$ cat src/rtl/cdak_pkg.sv
// Shared constants, types and helpers for the colour-distance alpha key.
// Used by the top level, the root pipeline and the port checker.
package cdak_pkg;

    localparam int CHANNEL_BITS = 8;
    localparam logic [CHANNEL_BITS-1:0] CHAN_MAX = '1;

    // Squared channel difference, sum of three of them, and the scaled limit.
    localparam int SQ_W   = 2 * CHANNEL_BITS;
    localparam int DIST_W = SQ_W + 2;
    localparam int LIM_W  = 2 * CHANNEL_BITS + DIST_W;

    localparam int S_TDATA_W = ((3 * CHANNEL_BITS + 7) / 8) * 8;
    localparam int M_TDATA_W = ((4 * CHANNEL_BITS + 7) / 8) * 8;

    localparam int CFG_IDX_W = 3;
    localparam logic [CFG_IDX_W-1:0] REG_FG_RED   = 3'd0;
    localparam logic [CFG_IDX_W-1:0] REG_FG_GREEN = 3'd1;
    localparam logic [CFG_IDX_W-1:0] REG_FG_BLUE  = 3'd2;
    localparam logic [CFG_IDX_W-1:0] REG_BG_RED   = 3'd3;
    localparam logic [CFG_IDX_W-1:0] REG_BG_GREEN = 3'd4;
    localparam logic [CFG_IDX_W-1:0] REG_BG_BLUE  = 3'd5;

    localparam logic [CHANNEL_BITS-1:0] FG_RESET = CHANNEL_BITS'(255);
    localparam logic [CHANNEL_BITS-1:0] BG_RESET = '0;

    // One word in flight through the square-root stages.
    typedef struct packed {
        logic [3*CHANNEL_BITS-1:0] rgb;
        logic [CHANNEL_BITS-1:0]   alpha;
        logic [LIM_W-1:0]          sq_acc;
        logic [LIM_W-1:0]          lin_acc;
        logic [DIST_W-1:0]         dmax;
        logic [LIM_W-1:0]          lim;
    } root_t;

    function automatic logic [CHANNEL_BITS-1:0] absdiff(
        input logic [CHANNEL_BITS-1:0] a,
        input logic [CHANNEL_BITS-1:0] b
    );
        return (a >= b) ? (a - b) : (b - a);
    endfunction

endpackage

$ cat src/rtl/cdak_root.sv
// Bit-per-stage square-root comparison pipeline for the alpha key.
// Depends on cdak_pkg for widths and the root_t word type.
module cdak_root (
    input  logic           aclk,
    input  logic           aresetn,
    input  logic           in_valid,
    output logic           in_ready,
    input  cdak_pkg::root_t in_item,
    output logic           out_valid,
    input  logic           out_ready,
    output cdak_pkg::root_t out_item
);

    localparam int NST = cdak_pkg::CHANNEL_BITS;
    localparam int LW  = cdak_pkg::LIM_W;

    logic            v_reg  [NST];
    cdak_pkg::root_t st_reg [NST];
    logic            pv     [NST];
    cdak_pkg::root_t pi     [NST];
    logic [NST:0]    rdy;

    assign rdy[NST]  = out_ready;
    assign in_ready  = rdy[0];
    assign out_valid = v_reg[NST-1];
    assign out_item  = st_reg[NST-1];

    for (genvar i = 0; i < NST; i++) begin : g_stage
        localparam int B = NST - 1 - i;
        logic            en;
        logic [LW-1:0]   cand;
        logic            take;
        cdak_pkg::root_t st_next;

        if (i == 0) begin : g_first
            assign pv[i] = in_valid;
            assign pi[i] = in_item;
        end else begin : g_rest
            assign pv[i] = v_reg[i-1];
            assign pi[i] = st_reg[i-1];
        end

        assign en     = !v_reg[i] || rdy[i+1];
        assign rdy[i] = en;

        // (a + 2^B)^2 * dmax built from the running a^2*dmax and a*dmax.
        always_comb begin
            cand = pi[i].sq_acc + (pi[i].lin_acc << (B + 1))
                 + (LW'(pi[i].dmax) << (2 * B));
            take = (cand <= pi[i].lim);
            st_next = pi[i];
            if (take) begin
                st_next.alpha[B] = 1'b1;
                st_next.sq_acc   = cand;
                st_next.lin_acc  = pi[i].lin_acc + (LW'(pi[i].dmax) << B);
            end
        end

        always_ff @(posedge aclk) begin
            if (!aresetn) begin
                v_reg[i] <= 1'b0;
            end else if (en) begin
                v_reg[i] <= pv[i];
            end
        end

        always_ff @(posedge aclk) begin
            if (en) begin
                st_reg[i] <= st_next;
            end
        end
    end

endmodule

$ cat src/rtl/color_distance_alpha_key.sv
// Top level of the colour-distance alpha key: configuration registers,
// difference, square, sum and limit stages, then the cdak_root pipeline.
// Depends on cdak_pkg and cdak_root.
//
// Usage: pixels enter on the s_ stream, one word per pixel carrying red,
// green and blue. Each word leaves on the m_ stream with the same three
// channels and an alpha equal to the colour distance from the background,
// scaled so that the foreground colour gives full opacity and saturated
// at the channel maximum.
// There are four front stages and one stage per alpha bit. One word is
// accepted per cycle while the receiver takes words (m_tready high).
// Every stage holds a valid bit and only stalls when it is full and the
// stage after it cannot take its word, so a stalled receiver fills the
// empty stages first and s_tready falls only when the pipeline is full.
// The user must write colours through the cfg_ port only while the stream is
// idle; the block does not enforce this. Reset (aresetn low, synchronous)
// empties the pipeline and sets the foreground to white, background to black.
module color_distance_alpha_key (
    input  logic                                aclk,
    input  logic                                aresetn,
    input  logic                                s_tvalid,
    output logic                                s_tready,
    // pix_red, pix_green, pix_blue, zero padding
    input  logic [cdak_pkg::S_TDATA_W-1:0]      s_tdata,
    output logic                                m_tvalid,
    input  logic                                m_tready,
    // out_red, out_green, out_blue, alpha, zero padding
    output logic [cdak_pkg::M_TDATA_W-1:0]      m_tdata,
    input  logic                                cfg_wr_en,
    input  logic [cdak_pkg::CFG_IDX_W-1:0]      cfg_index,
    input  logic [cdak_pkg::CHANNEL_BITS-1:0]   cfg_data
);

    localparam int CB = cdak_pkg::CHANNEL_BITS;
    localparam int SW = cdak_pkg::SQ_W;
    localparam int DW = cdak_pkg::DIST_W;
    localparam int LW = cdak_pkg::LIM_W;

    logic [CB-1:0] fg_reg [3];
    logic [CB-1:0] bg_reg [3];

    always_ff @(posedge aclk) begin
        if (!aresetn) begin
            for (int k = 0; k < 3; k++) begin
                fg_reg[k] <= cdak_pkg::FG_RESET;
                bg_reg[k] <= cdak_pkg::BG_RESET;
            end
        end else if (cfg_wr_en) begin
            unique case (cfg_index)
                cdak_pkg::REG_FG_RED:   fg_reg[0] <= cfg_data;
                cdak_pkg::REG_FG_GREEN: fg_reg[1] <= cfg_data;
                cdak_pkg::REG_FG_BLUE:  fg_reg[2] <= cfg_data;
                cdak_pkg::REG_BG_RED:   bg_reg[0] <= cfg_data;
                cdak_pkg::REG_BG_GREEN: bg_reg[1] <= cfg_data;
                cdak_pkg::REG_BG_BLUE:  bg_reg[2] <= cfg_data;
                default: ;
            endcase
        end
    end

    logic                 v1_reg, v2_reg, v3_reg, v4_reg;
    logic                 en1, en2, en3, en4;
    logic                 root_ready;
    logic [3*CB-1:0]      rgb1_reg, rgb2_reg, rgb3_reg;
    logic [CB-1:0]        dp1_reg [3];
    logic [CB-1:0]        df1_reg [3];
    logic [SW-1:0]        sp2_reg [3];
    logic [SW-1:0]        sf2_reg [3];
    logic [DW-1:0]        dpix3_reg, dmax3_reg;
    logic [DW-1:0]        dmax_sum;
    logic [LW-1:0]        dpix_ext;
    cdak_pkg::root_t      r4_reg, r4_next;
    logic                 root_out_valid;
    cdak_pkg::root_t      root_out;

    assign en4      = !v4_reg || root_ready;
    assign en3      = !v3_reg || en4;
    assign en2      = !v2_reg || en3;
    assign en1      = !v1_reg || en2;
    assign s_tready = en1;

    always_ff @(posedge aclk) begin
        if (!aresetn) begin
            v1_reg <= 1'b0;
            v2_reg <= 1'b0;
            v3_reg <= 1'b0;
            v4_reg <= 1'b0;
        end else begin
            if (en1) v1_reg <= s_tvalid;
            if (en2) v2_reg <= v1_reg;
            if (en3) v3_reg <= v2_reg;
            if (en4) v4_reg <= v3_reg;
        end
    end

    assign dmax_sum = DW'(sf2_reg[0]) + DW'(sf2_reg[1]) + DW'(sf2_reg[2]);
    assign dpix_ext = LW'(dpix3_reg);

    // The limit is (2^CB - 1)^2 * dpix, formed with shifts and adds.
    always_comb begin
        r4_next         = '0;
        r4_next.rgb     = rgb3_reg;
        r4_next.dmax    = dmax3_reg;
        r4_next.lim     = (dpix_ext << (2 * CB)) - (dpix_ext << (CB + 1)) + dpix_ext;
    end

    always_ff @(posedge aclk) begin
        if (en1) begin
            rgb1_reg <= s_tdata[3*CB-1:0];
            for (int k = 0; k < 3; k++) begin
                dp1_reg[k] <= cdak_pkg::absdiff(s_tdata[k*CB +: CB], bg_reg[k]);
                df1_reg[k] <= cdak_pkg::absdiff(fg_reg[k], bg_reg[k]);
            end
        end
        if (en2) begin
            rgb2_reg <= rgb1_reg;
            for (int k = 0; k < 3; k++) begin
                sp2_reg[k] <= SW'(dp1_reg[k]) * SW'(dp1_reg[k]);
                sf2_reg[k] <= SW'(df1_reg[k]) * SW'(df1_reg[k]);
            end
        end
        if (en3) begin
            rgb3_reg  <= rgb2_reg;
            dpix3_reg <= DW'(sp2_reg[0]) + DW'(sp2_reg[1]) + DW'(sp2_reg[2]);
            dmax3_reg <= (dmax_sum == '0) ? DW'(1) : dmax_sum;
        end
        if (en4) begin
            r4_reg <= r4_next;
        end
    end

    cdak_root u_root (
        .aclk      (aclk),
        .aresetn   (aresetn),
        .in_valid  (v4_reg),
        .in_ready  (root_ready),
        .in_item   (r4_reg),
        .out_valid (root_out_valid),
        .out_ready (m_tready),
        .out_item  (root_out)
    );

    assign m_tvalid = root_out_valid;
    assign m_tdata  = cdak_pkg::M_TDATA_W'({root_out.alpha, root_out.rgb});

endmodule

$ cat config.mk
export PLATFORM = sky130hd
export DESIGN_NAME = color_distance_alpha_key
export DESIGN_NICKNAME = d
export VERILOG_FILES = /design/src/rtl/cdak_pkg.sv /design/src/rtl/cdak_root.sv /design/src/rtl/color_distance_alpha_key.sv
export SDC_FILE = /design/constraint.sdc
export NUM_CORES = 2
export LEC_CHECK = 0
export BUFFER_PORTS_ARGS = -buffer_cell sky130_fd_sc_hd__buf_2
export CORE_MARGIN = 2
export CORE_UTILIZATION = 68
export CTS_CLUSTER_SIZE = 25
export DETAILED_ROUTE_END_ITERATION = 8
export PLACE_DENSITY = 0.88
export SETUP_SLACK_MARGIN = 0.2
export SLEW_MARGIN = 20
export SYNTH_ARGS = -nofsm -noshare
export SYNTH_HDL_FRONTEND = slang
export SYNTH_SLANG_ARGS = --single-unit
$ cat constraint.sdc
create_clock -name aclk -period 15.2 [get_ports aclk]
set_input_delay 2.28 -clock aclk [delete_from_list [all_inputs] [get_ports aclk]]
set_output_delay 2.28 -clock aclk [all_outputs]
set_load 0.02 [all_outputs]
==> results.md <==
- Height of the die: 346 um
- Summed negative setup slack over all endpoints: 0 ns
- Top flip-flop cell by instance count after synthesis: edfxtp_1
- Total wire length: about 170000 um
- H-tree levels: 4
- Post-CTS sizing: 0
- Fraction of met2 tracks used by global routing: 54.4%
- CP endpoint kind: output pin
- Filler cells: 6978
- R2R setup slack: 7.70 ns
- Top cells by area in the synthesized netlist: edfxtp_1, ha_1, fa_1
- Core Box Area: 116000 um^2
- Sequential area share after synthesis: 49.1%
- Status: complete, no violations
- Initial core utilization: around 68%
- Fraction of final layout cells sized beyond drive strength 1: 7.49%
- Skew-Pair Late Insertion Delay: between 0.7 and 0.8 ns
- Kind of path behind the tightest hold check: reg -> reg
- Average footprint of a synthesized cell: ~12 um^2
- Mapped cell area: 79300 um^2
- Initial antenna violation count: 3
- Final period util: 51.8%
- Max FO, Critical Path: 79
- Top cell type by total area after synthesis: edfxtp_1
- Total CTS buffers: ~130
- Vias post-DR: about 50000
- Tightest Pin Transition: 1.08 ns
- Max Clk Rate: 127 MHz
- Per-cell via count in the routed design: slightly above 6
- Setup repair after global routing missed its margin: no
- Max FFs per register: 916
- Clock Root Buffer: clkbuf_16
- Data required time of the worst path: 12.92 ns
- Startpoint type of the worst setup path: primary input
- Fraction of registers with async set/reset: 0%
- Busiest layer in global routing: met2
- Sinks on the clock net: 1298
- GR met1 Demand/Resource: 33.0%
- Count of flip-flops with a built-in enable after synthesis: 1293
- Final period demand of the worst path: 7.88 ns
- # DRC: 0
- Maximum count of clock buffers along a single path: 3
- Most frequent standard cell in the layout excluding fill and tap cells: edfxtp_1
- Die Span X: around 350 um
- Met3 Track Usage GR: between 4 and 5%
- Commonest cells after routing, fill and taps aside: edfxtp_1, ha_1, inv_1
- Flip-flop and latch count after synthesis: 1298
- Number of standard cells after synthesis: 6367
- Global-route wire length before repair: 278000 um
- Routed wire per std cell: between 20 and 25 um
- Initial DRC count: approximately 4000
- CTS tree: done
- Final layout net count: 7751
- Fraction of synthesized cell area taken by the top area cell type: 49.0%
- Half-perimeter wire length of the detailed placement result: 126000 um
- I/O pin count: between 70 and 80
- Buffers on Ports: 73
- Total routing usage reported by global routing: 29.7%
- Placer's final routability congestion estimate: between 0.9 and 1
- Final Hold Violating Endpoints: 0
- Total grt overflow: 0
- Total die area: 119000 um^2
- Clock skew after layout: about 0.052 ns
- Critical Path AT: about 5.6 ns
- Setup Crit Path Kind: in -> out
- Final ANT Viol Nets: 0
- Std cell rows: between 100 and 150
- Number of global-route vias before repair: ~53000
- Maximum Capacitance Violations: 0
- Clock-pin slew on the worst setup and hold paths: 0.06 ns
- Largest net degree at the start of global routing: 97
- Library cells used by synthesis: 77
- Hold Buf Count CTS: 0
- TritonRoute pass-1 iters: 8
- Worst max-slew margin expressed relative to the limit: 27.3%
- Setup violation total in the final timing report: 0
- Synth warn: 0
- Slew Limit Fails: 0
- Buffer count from post-CTS setup fixing: 0
- Synth-to-Final Area Change: 8.49%
[critical path, stage by stage]
cell     delay [ns]
buf_2          0.10
nor2b_1        0.27
and2_1         0.46
inv_6          0.32
nor2_1         0.38
and2_1         0.40
and3_1         0.40
and3_1         0.30
and2_1         0.35
nand2_4        0.14
buf_2          0.18
[path summary, 6_finish.rpt]
| path | start | endpoint | depth (start not counted) |
|---|---|---|---|
| worst max-delay path | m_tready | s_tready | 11 |
| worst min-delay path | u_root.st_reg[1][299] | u_root.st_reg[1][451] | 0 |
| worst max register to register | u_root.st_reg[1][56] | u_root.st_reg[1][231] | 26 |
| worst min register to register | u_root.st_reg[1][299] | u_root.st_reg[1][451] | 0 |
[layout make-up]
type	instances	area [um^2]	share of cell area, %
sequential	1298	38900	45.2
multi-input combinational	4306	37700	43.8
clock buffer	160	3490	4.06
inverter	680	2570	2.98
tap	1524	1910	2.22
clock inverter	81	965	1.12
timing repair buffer	94	527	0.612
antenna	1	2.50	0.00291
[per-layer routing]
metal	wire length [um]	up-vias	share of wire, %
met5	0	-	0
met4	10900	0	6.2
met3	8530	586	4.9
met2	91900	1780	53
met1	63100	24425	36
li1	-	23228	-
[per-stage QoR]
| stage | util [%] | std cells | hold WS, ns | setup WS (ns) | area [um^2] |
|---|---|---|---|---|---|
| finish | 74.2 | 8144 | 0.402 | 7.32 | 86000 |
| global route | 74.2 | 8143 | 0.421 | 7.09 | 86000 |
| CTS | 74.2 | 8143 | 0.405 | 7.29 | 86000 |
| detailed placement | 70.4 | 7902 | 0.405 | 7.51 | 81600 |
| global placement | 70.4 | 7902 | 0.401 | 7.67 | 81600 |
| floorplan | - | 6368 | 0.400 | 4.67 | 79300 |
[synth_stat cells, types with 47 or more instances]
cell type and count:
a21o_1 275, a21oi_1 326, and2_1 125, clkbuf_1 79, edfxtp_1 1293, fa_1 299
ha_1 898, inv_1 677, mux2_2 145, mux2i_1 47, nand2_1 277, nand2b_1 103
nand3_1 56, nand4_1 68, nor2_1 275, nor2b_1 128, nor3_1 75, o21a_1 71
o21ai_0 268, o21bai_1 58, xnor2_1 303, xor2_1 153
[logic make-up after synthesis]
group                    share of synthesized area [%]
flip-flops                                        49.1
AND/OR/NAND/NOR                                   7.89
AO/OA/AOI/OAI                                     10.0
adder cells (fa/ha/maj)                           21.7
buffers and inverters                             3.62
XOR/XNOR                                          5.04
multiplexers                                      2.65
other                                          0.00473
Power is not shown: default switching activity piles up to over one toggle a cycle in this logic, so the estimate is an artifact.
